## src/sv/csbc_pkg.sv

```systemverilog
package csbc_pkg;

  localparam int FRAC_BITS = 16;
  localparam int COORD_WIDTH = 32;
  localparam int PROD_WIDTH = 64;

  localparam logic [1:0] KIND_LOAD_VP = 2'd0;
  localparam logic [1:0] KIND_LOAD_MODEL = 2'd1;
  localparam logic [1:0] KIND_TEST_BOX = 2'd2;

  typedef struct packed {
    logic [1:0] kind;
    logic [1:0] row_index;
    logic signed [31:0] elem0;
    logic signed [31:0] elem1;
    logic signed [31:0] elem2;
    logic signed [31:0] elem3;
    logic signed [31:0] min_x;
    logic signed [31:0] min_y;
    logic signed [31:0] min_z;
    logic signed [31:0] max_x;
    logic signed [31:0] max_y;
    logic signed [31:0] max_z;
  } in_item_t;

  typedef struct packed {
    logic visible;
    logic [2:0] separating_axes;
  } out_item_t;

  // controller -> datapath
  typedef struct packed {
    logic load_box;   // capture box extents, set all axis flags
    logic clip_step;  // compute one clip element (index = idx[3:0])
    logic corner_step; // one clip row of one corner (corner = idx[4:2], phase = idx[1:0])
    logic [4:0] idx;
  } dp_cmd_t;

  // arithmetic shift right by FRAC_BITS, then saturate
  function automatic logic signed [COORD_WIDTH-1:0] shift_sat(
      input logic signed [PROD_WIDTH-1:0] acc);
    logic signed [PROD_WIDTH-1:0] s;
    logic signed [PROD_WIDTH-1:0] hi;
    logic signed [PROD_WIDTH-1:0] lo;
    begin
      s = acc >>> FRAC_BITS;
      hi = (PROD_WIDTH'(1) <<< (COORD_WIDTH - 1)) - PROD_WIDTH'(1);
      lo = -hi - PROD_WIDTH'(1);
      if (s > hi) s = hi;
      else if (s < lo) s = lo;
      shift_sat = s[COORD_WIDTH-1:0];
    end
  endfunction

endpackage

```

## src/sv/csbc_ctrl.sv

```systemverilog
module csbc_ctrl (
  input  logic clk,
  input  logic rst_n,
  input  logic in_valid,
  input  logic [1:0] in_kind,
  output logic in_ready,
  output logic load_row,
  output csbc_pkg::dp_cmd_t cmd,
  output logic out_valid,
  input  logic out_ready
);

  typedef enum logic [3:0] {
    S_IDLE = 4'b0001, S_CLIP = 4'b0010, S_CORN = 4'b0100, S_DONE = 4'b1000
  } state_t;

  state_t state_r, state_nxt;
  logic [4:0] idx_r, idx_nxt;
  logic out_valid_r, out_valid_nxt;
  logic acc_in;

  assign in_ready = (state_r == S_IDLE) && !out_valid_r;
  assign acc_in = in_valid && in_ready;
  assign load_row = acc_in && (in_kind == csbc_pkg::KIND_LOAD_VP ||
                               in_kind == csbc_pkg::KIND_LOAD_MODEL);
  assign out_valid = out_valid_r;

  always_comb begin
    state_nxt = state_r;
    idx_nxt = idx_r;
    out_valid_nxt = out_valid_r && !out_ready;
    cmd = '0;
    cmd.idx = idx_r;
    case (state_r)
      S_IDLE: begin
        if (acc_in && in_kind == csbc_pkg::KIND_TEST_BOX) begin
          cmd.load_box = 1'b1;
          idx_nxt = '0;
          state_nxt = S_CLIP;
        end
      end
      S_CLIP: begin
        cmd.clip_step = 1'b1;
        idx_nxt = idx_r + 5'd1;
        if (idx_r == 5'd15) begin
          idx_nxt = '0;
          state_nxt = S_CORN;
        end
      end
      S_CORN: begin
        cmd.corner_step = 1'b1;
        idx_nxt = idx_r + 5'd1;
        if (idx_r == 5'd31) state_nxt = S_DONE;
      end
      S_DONE: begin
        out_valid_nxt = 1'b1;
        state_nxt = S_IDLE;
      end
      default: state_nxt = S_IDLE;
    endcase
  end

  always_ff @(posedge clk) begin
    if (!rst_n) begin
      state_r <= S_IDLE;
      idx_r <= '0;
      out_valid_r <= 1'b0;
    end else begin
      state_r <= state_nxt;
      idx_r <= idx_nxt;
      out_valid_r <= out_valid_nxt;
    end
  end

endmodule

```

## config.mk

```make
export PLATFORM = sky130hd
export DESIGN_NAME = csbc_ctrl
export DESIGN_NICKNAME = d
export VERILOG_FILES = /design/src/sv/csbc_pkg.sv /design/src/sv/csbc_ctrl.sv
export SDC_FILE = /design/constraint.sdc
export NUM_CORES = 1
export LEC_CHECK = 0
export BUFFER_PORTS_ARGS = -buffer_cell sky130_fd_sc_hd__clkbuf_2
export CAP_MARGIN = 20
export CORE_ASPECT_RATIO = 1.1
export CORE_MARGIN = 1
export CORE_UTILIZATION = 30
export CTS_BUF_LIST = sky130_fd_sc_hd__clkbuf_2 sky130_fd_sc_hd__clkbuf_4 sky130_fd_sc_hd__clkbuf_8
export DETAILED_ROUTE_END_ITERATION = 6
export MAX_ROUTING_LAYER = met4
export PLACE_DENSITY = 0.51
export REMOVE_ABC_BUFFERS = 1
export SETUP_SLACK_MARGIN = 0.2
export SLEW_MARGIN = 10
export SYNTH_ARGS = -nofsm -noshare
export SYNTH_HDL_FRONTEND = slang
export SYNTH_SLANG_ARGS = --single-unit
```

## constraint.sdc

```tcl
create_clock -name clk -period 2.6 [get_ports clk]
set_input_delay 0.52 -clock clk [delete_from_list [all_inputs] [get_ports clk]]
set_output_delay 0.52 -clock clk [all_outputs]
set_load 0.05 [all_outputs]
```

==> results of run 1 <==
==> cells by family after synthesis <==
kind of cell	share of synthesized area, %
buffers and inverters	6.842
DFF	35.32
adders and majority gates	4.414
and+or+nand+nor	32.89
AOI/OAI and AO/OA	17.44
xor gates and xnor gates	3.091
==> area by class of cell <==
type | instances | area [um^2] | area share, %
Multi-Input combinational cell | 49 | 327.8 | 48.34
Sequential cell | 10 | 200.2 | 29.52
Timing Repair Buffer | 16 | 80.08 | 11.81
Clock buffer | 4 | 36.28 | 5.351
Tap cell | 18 | 22.52 | 3.321
Inverter | 3 | 11.26 | 1.661
==> final timing paths <==
check / to / slack, ns / cells after the start
worst max-delay path: load_row / 0.47 / 5
worst min-delay path: idx_r[1] / 0.49 / 2
worst max register to register: idx_r[4] / 1.13 / 6
worst min register to register: idx_r[1] / 0.49 / 2
==> metal layers <==
metal	global-route usage (%)	vias up	share of wire (%)
met5	-	-	0
met4	9.375	0	1.6
met3	2.264	2	5.2
met2	21.82	17	42
met1	17.05	227	51
li1	-	271	-
==> worst register-to-register path: stages, from the launching register on <==
cell     delay [ns]
dfxtp_1        0.40
ha_1           0.26
nand3_1        0.14
ha_1           0.30
nor2_1         0.04
a21oi_1        0.12
o22ai_1        0.09
==> power by group through the flow <==
stage,Clock (mW),Sequential (mW),Combinational [mW]
2_1_floorplan,0,0.159,0.0185
3_3_place_gp,0,0.160,0.0286
3_5_place_dp,0,0.160,0.0286
4_1_cts,0.147,0.156,0.0287
5_1_grt,0.153,0.156,0.0308
6_report,0.142,0.156,0.0283
==> sequential cells by signal (all words and copies together) (netlist names) <==
name	flops
idx_r	5
out_valid	1
state_r	4
==> cells in the final DEF (no fill, tap or decap), drive strengths merged, types with 2 or more instances in the layout <==
cell    Yosys  final
nand3       3      3
o22ai       4      4
nand2b      2      2
clkbuf      0     20
nor4        3      3
nor2        4      4
a21oi       2      2
o21ai       3      3
nand2       8      8
nor3        2      2
ha          2      2
dfxtp      10     10
inv         3      3
nor3b       2      2
o21a        2      2
nor2b       4      4
==> per-stage QoR <==
step / util, % / hold WS, ns
after CTS: 38.06 / 0.5044
after global routing: 38.06 / 0.5279
after detailed placement: 36.03 / 0.4934
after global placement: 36.03 / 0.4843
after floorplan: - / 0.5819
final: 38.06 / 0.4945
==> metrics.log, run 1 <==
INFO  metric run_status = finished, violations left
INFO  metric failing_checks = design-rule violations
INFO  metric grt_pass1_vias = 449
INFO  metric drive_gt1_share = 30.49%
INFO  metric hold_viol = 0
INFO  metric post_cts.resized_instances = 0
INFO  metric gpl.final_weighted_congestion = 0.7001
INFO  metric worstPathMaxFanout = 8
INFO  metric critical_hold_path_startpoint = idx_r[1]
INFO  metric comb_power_share = 8.7%
INFO  metric start_util = 31.81%
INFO  metric netlist_top_cells_area = dfxtp_1 (35%), nand2_1 (5.3%), ha_1 (4.4%)
INFO  metric post-layout-total-power = 0.3266 mW
INFO  metric clockBufferDepth = 2
INFO  metric maxClockFrequency = 0.4692 GHz
INFO  metric clkTransAtPathRegs = 0.07 ns
INFO  metric power.clock.fraction = 43.5%
INFO  metric finalWirelength = 1165 um
INFO  metric clkLatencyLatePin = 0.27 ns
INFO  metric die_w = 43.45 um
INFO  metric floorplan.io_pins = 17
INFO  metric post-synth-top-area-fraction = 35.32%
INFO  metric routed_via_density = 5.170
INFO  metric endpoint_kind = output port
INFO  metric slowest_delay = 0.40 ns
INFO  metric total_cts_buffers = 3
INFO  metric cts.htree.levels = 1
INFO  metric timing.critical_path.from_type = flip-flop
INFO  metric post_synth_num_cell_types = 28
INFO  metric critPathSlowestCell = dfxtp_1
INFO  metric grt_setup_unrepaired = no
INFO  metric area_delta_synth_final = 19.65%
INFO  metric hold_path_class = flip-flop to flip-flop
INFO  metric floorplan.core_area = 1782 um^2
INFO  metric first_pass_grt_wire_length = 1987 um
INFO  metric synth.yosys.warnings = 0
INFO  metric final_critical_path_setup_slack = 0.4685 ns
INFO  metric finalSetupTns = 0 ns
INFO  metric firstDrtPassIters = 6
INFO  metric via_count = 517
INFO  metric synth-edff-count = 0
INFO  metric int_power = 0.2486 mW
INFO  metric placement.setup.worst_slack = 0.7567 ns
INFO  metric power.switching_fraction = 23.89%
INFO  metric post_cts_hold_buffer_count = 0
INFO  metric synth_seq_area_share = 35.32%
INFO  metric dpl_cell_area = 641.9 um^2
INFO  metric cts.sinks = 10
INFO  metric slew_headroom = 76.54%
INFO  metric initialDrtViolationCount = 10
INFO  metric post_synthesis_instance_total = 65
INFO  metric clock-skew-final = 0.001865 ns
INFO  metric synth.ff_latch_count = 10
INFO  metric cellPowerDensity = 481.6 nW/um^2
INFO  metric netlist_area = 566.8 um^2
INFO  metric post-route-period-util = 81.98%
INFO  metric post_syn_area_per_cell = 8.720 um^2
INFO  metric critPathKind = flip-flop to output port
INFO  metric drcViolationCount = 4
INFO  metric place.port_buffers = 16
INFO  metric antenna_violations_before_repair = 0
INFO  metric critical_path_buf_inv_count = 1
INFO  metric seq_power_share = 47.8%
INFO  metric reg2reg_from = idx_r[0]
INFO  metric origin_of_the_worst_setup_path = state_r[3]
INFO  metric antenna_cells = 0
INFO  metric total_grt_overflow = 0
INFO  metric fp.dieH = 47.59 um
INFO  metric grt_max_degree = 12
INFO  metric synth_commonest_cells = dfxtp_1 (10), nand2_1 (8), nor2_1 (4), nor2b_1 (4), o22ai_1 (4)
INFO  metric place.detailed.instances = 96
INFO  metric synthDominantAreaCellType = dfxtp_1
INFO  metric post-dp-hpwl = 867.9 um
INFO  metric layout.nets = 91
INFO  metric die_area = 2067 um^2
INFO  metric drv_slew = 0
INFO  metric critical_path.cell_chain = nor4_2, and2_2, nand2_1, nor2_1, clkbuf_2
INFO  metric post_drt_wl_per_cell = 11.65 um
INFO  metric worst_ep_required_time = 2.08 ns
INFO  metric critical_path.top_delay_family = simple AND/OR/NAND/NOR gates
INFO  metric cts_setup_buffers = 0
INFO  metric dominantRegCellSynth = dfxtp_1
INFO  metric fill_cells = 198
INFO  metric stdcell_count = 100
INFO  metric critPathArrivalTime = 1.61 ns
INFO  metric synth-async-reset-ratio = 0%
INFO  metric max_cap_viols = 0
INFO  metric cts_tree = yes
INFO  metric synth_most_common_cell = dfxtp_1
INFO  metric ir_worst_vdd = 0.2840 mV
INFO  metric tightestPinTransition = 0.3514 ns
INFO  metric power.leakage = 0.2728 nW
INFO  metric setup-violations-final = 0
INFO  metric clock_tree.root_cell = clkbuf_4
INFO  metric post_route_cell_area = 678.2 um^2
INFO  metric drt.antenna.violating_nets = 0
INFO  metric min_period = 2.132 ns
INFO  metric switching_power = 0.07802 mW
INFO  metric all_layer_gr_usage = 14.06%
INFO  metric floorplan.rows = 16
No activity file was read; power rests on OpenSTA's default activity.
==> run 2, diff against run 1 <==
==> constraint.sdc (replaced) <==
create_clock -name clk -period 2 [get_ports clk]
set_input_delay 0.4 -clock clk [delete_from_list [all_inputs] [get_ports clk]]
set_output_delay 0.4 -clock clk [all_outputs]
set_load 0.05 [all_outputs]
==> run 2 against run 1 <==
  * The run still ends with design-rule violations left
  * Clock skew rose by 0.0055 ns
  * Via count rose by 2.5%
  * Clock power fell by 8%
  * Combinational power rose by 53%
  * Worst setup slack got worse by 0.32 ns
  * Sequential cell count did not move
  * First-iteration DRC count rose by 90%
  * Cell count rose by 2.0%
  * Worst hold slack got worse by 0.048 ns
  * Total power rose by 15%
  * Wire length rose by 0.94%
  * Critical path type unchanged
  * Largest cell class unchanged
==> metrics.log, run 2 (synthesis results as in run 1) <==
INFO  metric run_status = finished, violations left (unchanged)
INFO  metric failing_checks = design-rule violations (unchanged)
INFO  metric die_w = 43.45 um (unchanged)
INFO  metric stdcell_count = 102 (was 100)
INFO  metric total_grt_overflow = 0 (unchanged)
INFO  metric critical_path.cell_chain = nor4_4, and2_4, nand2_1, nor2_1, clkbuf_8 (was nor4_2, and2_2, nand2_1, nor2_1, clkbuf_2)
INFO  metric setup-violations-final = 0 (unchanged)
INFO  metric hold_path_class = input port to flip-flop (was flip-flop to flip-flop)
INFO  metric final_critical_path_setup_slack = 0.1504 ns (was 0.4685 ns)
INFO  metric placement.setup.worst_slack = 0.2781 ns (was 0.7567 ns)
INFO  metric drt.antenna.violating_nets = 0 (unchanged)
INFO  metric ff2ff_path_depth = 6 (unchanged)
INFO  metric critPathSlowestCell = dfxtp_4 (was dfxtp_1)
INFO  metric final_core_util = 40.59% (was 38.06%)
INFO  metric origin_of_the_worst_setup_path = state_r[2] (was state_r[3])
INFO  metric cts.sinks = 10 (unchanged)
INFO  metric initialDrtViolationCount = 19 (was 10)
INFO  metric finalWirelength = 1176 um (was 1165 um)
INFO  metric antenna_violations_before_repair = 0 (unchanged)
INFO  metric fill_cells = 190 (was 198)
INFO  metric post-dp-hpwl = 857.9 um (was 867.9 um)
INFO  metric maxClockFrequency = 0.5407 GHz
INFO  metric int_power = 0.2859 mW (was 0.2486 mW)
INFO  metric worstPathMaxFanout = 4 (was 8)
INFO  metric clkLatencyLatePin = 0.26 ns (was 0.27 ns)
INFO  metric largest_register = idx_r (unchanged)
INFO  metric largest_register_ffs = 5 (unchanged)
INFO  metric post_cts_hold_buffer_count = 0 (unchanged)
INFO  metric place.port_buffers = 16 (unchanged)
INFO  metric grt_max_degree = 12 (unchanged)
INFO  metric power.switching_fraction = 23.96% (was 23.89%)
INFO  metric maxUsedRoutingLayer = met4 (unchanged)
INFO  metric fp.dieH = 47.59 um (unchanged)
INFO  metric total_cts_buffers = 3 (unchanged)
INFO  metric critical_hold_path_startpoint = rst_n (was idx_r[1])
INFO  metric critical_path_buf_inv_count = 1 (unchanged)
INFO  metric critPathArrivalTime = 1.45 ns (was 1.61 ns)
INFO  metric antenna_cells = 0 (unchanged)
INFO  metric slowest_delay = 0.36 ns (was 0.40 ns)
INFO  metric cts.htree.levels = 1 (unchanged)
INFO  metric clock_tree.root_cell = clkbuf_4 (unchanged)
INFO  metric reg2reg_from = idx_r[0] (unchanged)
INFO  metric timing.critical_path.from_type = flip-flop (unchanged)
INFO  metric endpoint_kind = output port (unchanged)
INFO  metric critical_path.top_delay_family = simple AND/OR/NAND/NOR gates (unchanged)
INFO  metric floorplan.io_pins = 17 (unchanged)
INFO  metric ir_worst_vdd = 0.2793 mV (was 0.2840 mV)
INFO  metric grt_setup_unrepaired = yes (was no)
INFO  metric power.clock.fraction = 34.8% (was 43.5%)
INFO  metric slew_headroom = 74.89% (was 76.54%)
INFO  metric floorplan.core_area = 1782 um^2 (unchanged)
INFO  metric die_area = 2067 um^2 (unchanged)
INFO  metric place.detailed.instances = 96 (unchanged)
INFO  metric floorplan.rows = 16 (unchanged)
INFO  metric grt_pass1_vias = 442 (was 449)
INFO  metric via_count = 530 (was 517)
INFO  metric switching_power = 0.09010 mW (was 0.07802 mW)
INFO  metric start_util = 31.81% (unchanged)
INFO  metric cts_tree = yes (unchanged)
INFO  metric first_pass_grt_wire_length = 1890 um (was 1987 um)
INFO  metric crit_cells = 5 (unchanged)
INFO  metric min_period = 1.850 ns
INFO  metric worst_ep_required_time = 1.60 ns (was 2.08 ns)
INFO  metric routed_via_density = 5.196 (was 5.170)
INFO  metric drive_gt1_share = 35.71% (was 30.49%)
INFO  metric layout_common_cells = clkbuf_2 (12), nand2_1 (8), dfxtp_1 (8) (was clkbuf_2 (16), dfxtp_1 (10), nand2_1 (8))
INFO  metric clockBufferDepth = 2 (unchanged)
INFO  metric max_cap_viols = 0 (unchanged)
INFO  metric firstDrtPassIters = 7 (was 6)
INFO  metric cellPowerDensity = 519.9 nW/um^2 (was 481.6 nW/um^2)
INFO  metric all_layer_gr_usage = 13.57% (was 14.06%)
INFO  metric whs_path_depth = 2 (unchanged)
INFO  metric dr_wl_met3 = 61 um (was 60 um)
INFO  metric drcViolationCount = 4 (unchanged)
INFO  metric tightestPinTransition = 0.3761 ns (was 0.3514 ns)
INFO  metric area_delta_synth_final = 27.59% (was 19.65%)
INFO  metric post_drt_wl_per_cell = 11.53 um (was 11.65 um)
INFO  metric clock-skew-final = 0.007323 ns (was 0.001865 ns)
INFO  metric hold_viol = 0 (unchanged)
INFO  metric seq_power_share = 53.8% (was 47.8%)
INFO  metric critPathKind = flip-flop to output port (unchanged)
INFO  metric met1_length = 560 um (was 596 um)
INFO  metric comb_power_share = 11.5% (was 8.7%)
INFO  metric gpl.final_weighted_congestion = 0.7205 (was 0.7001)
INFO  metric post-route-period-util = 92.48%
INFO  metric power.leakage = 0.3028 nW (was 0.2728 nW)
INFO  metric drv_slew = 0 (unchanged)
INFO  metric final_common_cell = clkbuf_2 (unchanged)
INFO  metric clkTransAtPathRegs = 0.06 ns (was 0.07 ns)
INFO  metric layout.nets = 94 (was 91)
INFO  metric met2_length = 543 um (was 489 um)
[run 2: final cells by class]
cell class,count,area (um^2),area share [%]
flip-flops and latches,10,205.2,28.37
inverters,3,11.26,1.557
well taps,18,22.52,3.114
clock buffers,3,22.52,3.114
repair buffers,19,123.9,17.13
multi-input cells,49,337.8,46.71
[run 2: worst paths after layout]
path / slack (ns) / endpoint
hold / removal: 0.45 / state_r[0]
setup / recovery: 0.15 / load_row
setup reg to reg: 0.57 / idx_r[4]
hold reg to reg: 0.50 / idx_r[1]
[run 2: power by group through the flow]
stage | Sequential, mW | Combinational [mW] | Clock [mW]
floorplan | 0.207 | 0.0240 | 0
global placement | 0.208 | 0.0373 | 0
detailed placement | 0.208 | 0.0373 | 0
CTS | 0.203 | 0.0416 | 0.138
global route | 0.202 | 0.0460 | 0.152
finish | 0.202 | 0.0432 | 0.131
[run 2: per-layer routing]
metal / global-route usage [%] / vias to the layer above
met3: 2.264 / 2
met2: 21.21 / 19
li1: - / 271
met4: 11.25 / 0
met1: 15.49 / 238
met5: - / -
[run 2: metrics by stage]
stage,instance area (um^2),TNS [ns],total power [mW],hold WS (ns)
floorplan,539.3,-0.2303,0.2313,0.4619
global placement,641.9,0,0.2449,0.4812
detailed placement,641.9,0,0.2449,0.4937
CTS,695.7,0,0.3832,0.4379
global route,723.2,0,0.4001,0.4541
finish,723.2,0,0.3760,0.4468
[run 2: timing repair]
| action | CTS | global route |
|---|---|---|
| hold endpoints to repair | 0 | 0 |
| setup endpoints to repair | 4 | 3 |
| buffers inserted | 0 | 3 |
| resized for setup | 9 | 4 |
| pin swaps | 1 | 4 |
==> run 3, diff against run 2 <==
--- a/config.mk
+++ b/config.mk
@@ -7,7 +7,6 @@
 export LEC_CHECK = 0
 export BUFFER_PORTS_ARGS = -buffer_cell sky130_fd_sc_hd__clkbuf_2
 export CAP_MARGIN = 20
-export CORE_ASPECT_RATIO = 1.1
 export CORE_MARGIN = 1
 export CORE_UTILIZATION = 30
 export CTS_BUF_LIST = sky130_fd_sc_hd__clkbuf_2 sky130_fd_sc_hd__clkbuf_4 sky130_fd_sc_hd__clkbuf_8
==> run 3 against run 2 <==
  * The flow now finishes without violations
  * Cell area rose by 6.7%
  * Fmax is 1.6% higher
  * Utilization increased by 3.6 points
  * Global-route usage increased by 0.81 points
  * Via count grew 0.94%
  * Clock power up 42%
  * Total power is 16% higher
  * Sequential power is essentially flat
  * Wire length increased by 6.2%
  * Cell count increased by 8.8%
  * Largest power group unchanged
  * Highest routed layer unchanged
==> metrics.log, run 3 (synthesis results as in run 1) <==
INFO  metric final_critical_path_setup_slack = 0.1803 ns (was 0.1504 ns)
INFO  metric firstDrtPassIters = 3 (was 7)
INFO  metric total_grt_overflow = 0 (unchanged)
INFO  metric endpoint_kind = output port (unchanged)
INFO  metric gpl.final_weighted_congestion = 0.7655 (was 0.7205)
INFO  metric drive_gt1_share = 39.53% (was 35.71%)
INFO  metric whs_path_depth = 2 (unchanged)
INFO  metric antenna_cells = 0 (unchanged)
INFO  metric drcViolationCount = 0 (was 4)
INFO  metric clock_tree.root_cell = clkbuf_4 (unchanged)
INFO  metric floorplan.core_area = 1745 um^2 (was 1782 um^2)
INFO  metric ff2ff_path_depth = 6 (unchanged)
INFO  metric floorplan.rows = 15 (was 16)
INFO  metric power.leakage = 0.3181 nW (was 0.3028 nW)
INFO  metric max_cap_viols = 0 (unchanged)
INFO  metric layout_common_cells = clkbuf_2 (11), dfxtp_1 (8), nand2_1 (7) (was clkbuf_2 (12), nand2_1 (8), dfxtp_1 (8))
INFO  metric timing.critical_path.from_type = flip-flop (unchanged)
INFO  metric post-route-period-util = 90.98% (was 92.48%)
INFO  metric critical_hold_path_startpoint = rst_n (unchanged)
INFO  metric cts.sinks = 10 (unchanged)
INFO  metric cts.htree.levels = 1 (unchanged)
INFO  metric reg2reg_from = idx_r[0] (unchanged)
INFO  metric initialDrtViolationCount = 8 (was 19)
INFO  metric via_count = 535 (was 530)
INFO  metric fp.dieH = 45.47 um (was 47.59 um)
INFO  metric place.port_buffers = 16 (unchanged)
INFO  metric tightestPinTransition = 0.3778 ns (was 0.3761 ns)
INFO  metric drt.antenna.violating_nets = 0 (unchanged)
INFO  metric first_pass_grt_wire_length = 2001 um (was 1890 um)
INFO  metric setup-violations-final = 0 (unchanged)
INFO  metric start_util = 32.47% (was 31.81%)
INFO  metric hold_viol = 0 (unchanged)
INFO  metric post-dp-hpwl = 858.2 um (was 857.9 um)
INFO  metric critPathArrivalTime = 1.42 ns (was 1.45 ns)
INFO  metric grt_pass1_vias = 467 (was 442)
INFO  metric routed_via_density = 4.820 (was 5.196)
INFO  metric area_delta_synth_final = 36.20% (was 27.59%)
INFO  metric antenna_violations_before_repair = 0 (unchanged)
INFO  metric register_area = 205.2 um^2 (unchanged)
INFO  metric die_w = 45.47 um (was 43.45 um)
INFO  metric largest_register = idx_r (unchanged)
INFO  metric multi_input_area = 352.8 um^2 (was 337.8 um^2)
INFO  metric die_area = 2067 um^2 (about the same)
INFO  metric clock-skew-final = 0.0006717 ns (was 0.007323 ns)
INFO  metric slew_headroom = 74.78% (was 74.89%)
INFO  metric maxUsedRoutingLayer = met4 (unchanged)
INFO  metric total_cts_buffers = 3 (unchanged)
INFO  metric finalSetupTns = 0 ns (unchanged)
INFO  metric floorplan.io_pins = 17 (unchanged)
INFO  metric met1_length = 610 um (was 560 um)
INFO  metric finalWirelength = 1249 um (was 1176 um)
INFO  metric placement.setup.worst_slack = 0.2995 ns (was 0.2781 ns)
INFO  metric maxClockFrequency = 0.5495 GHz (was 0.5407 GHz)
INFO  metric met2_length = 566 um (was 543 um)
INFO  metric grt_max_degree = 12 (unchanged)
INFO  metric ir_worst_vdd = 0.4113 mV (was 0.2793 mV)
INFO  metric clkTransAtPathRegs = 0.07 ns (was 0.06 ns)
INFO  metric post_cts_hold_buffer_count = 0 (unchanged)
INFO  metric final_common_cell = clkbuf_2 (unchanged)
INFO  metric origin_of_the_worst_setup_path = state_r[2] (unchanged)
INFO  metric run_status = complete, no violations (was finished, violations left)
INFO  metric clockBufferDepth = 2 (unchanged)
INFO  metric min_period = 1.820 ns (was 1.850 ns)
INFO  metric grt_setup_unrepaired = yes (unchanged)
INFO  metric all_layer_gr_usage = 14.38% (was 13.57%)
INFO  metric cts_tree = yes (unchanged)
INFO  metric drv_slew = 0 (unchanged)
INFO  metric layout.nets = 95 (was 94)
INFO  metric post_drt_wl_per_cell = 11.25 um (was 11.53 um)
INFO  metric largest_register_ffs = 5 (unchanged)
INFO  metric fill_cells = 181 (was 190)
INFO  metric cellPowerDensity = 565.7 nW/um^2 (was 519.9 nW/um^2)
INFO  metric clkLatencyLatePin = 0.27 ns (was 0.26 ns)
INFO  metric dr_wl_met3 = 42 um (was 61 um)
INFO  metric worst_ep_required_time = 1.60 ns (about the same)
INFO  metric hold_path_class = input port to flip-flop (unchanged)
INFO  metric critPathKind = flip-flop to output port (unchanged)
INFO  metric worstPathMaxFanout = 6 (was 4)
[run 3: cell types whose count changed in the layout (fill, tap and decap cells not counted)]
cell / change
nor2_4: +1
buf_8: +1
nand2_1: -1
buf_4: +2
nor2_1: -1
nand2_4: +1
clkbuf_2: -1
[run 3: per-stage QoR]
| stage | instances | hold WS [ns] | power [mW] | area (um^2) | util [%] |
|---|---|---|---|---|---|
| global placement | 104 | 0.4808 | 0.2449 | 658.1 | 37.71 |
| CTS | 109 | 0.4219 | 0.4394 | 737.0 | 42.22 |
| floorplan | 62 | 0.4619 | 0.2313 | 539.3 | - |
| finish | 111 | 0.4277 | 0.4367 | 772.0 | 44.23 |
| detailed placement | 104 | 0.4894 | 0.2450 | 658.1 | 37.71 |
| global route | 111 | 0.4389 | 0.4549 | 772.0 | 44.23 |
[run 3: repair_timing]
action / in CTS / in global routing
endpoints found under the setup margin: 3 / 5
pin swaps: 3 / 3
resized for setup: 11 / 11
setup buffers: 1 / 2
[run 3: worst max-delay path, stage by stage, from the launching register on]
cell and delay (ns):
dfxtp_4 0.37, nor4_4 0.30, and2_4 0.20, nand2_4 0.05, nor2_4 0.08, buf_8 0.15
[run 3: final timing paths]
kind	slack, ns	end
max reg2reg	0.56	idx_r[4]
min	0.43	state_r[0]
min reg2reg	0.50	idx_r[1]
max	0.18	load_row
[run 3: power breakdown]
part	leakage [nW]	internal, mW	switching (mW)
sequential	0.0820	0.199	0.00304
combinational	0.215	0.0205	0.0288
clock	0.0210	0.111	0.0750
total	0.318	0.330	0.107
[run 3: per-layer routing]
layer | up-vias | GRT usage (%)
met5 | - | -
met4 | 0 | 10.91
met3 | 4 | 2.381
met2 | 16 | 21.14
met1 | 236 | 17.35
li1 | 279 | -
[run 3: layout make-up]
cell class | count | share of cell area (%)
inverter | 3 | 1.459
tap | 25 | 4.052
sequential | 10 | 26.58
timing repair buffer | 20 | 17.50
clock buffer | 4 | 4.700
multi-input combinational | 49 | 45.70
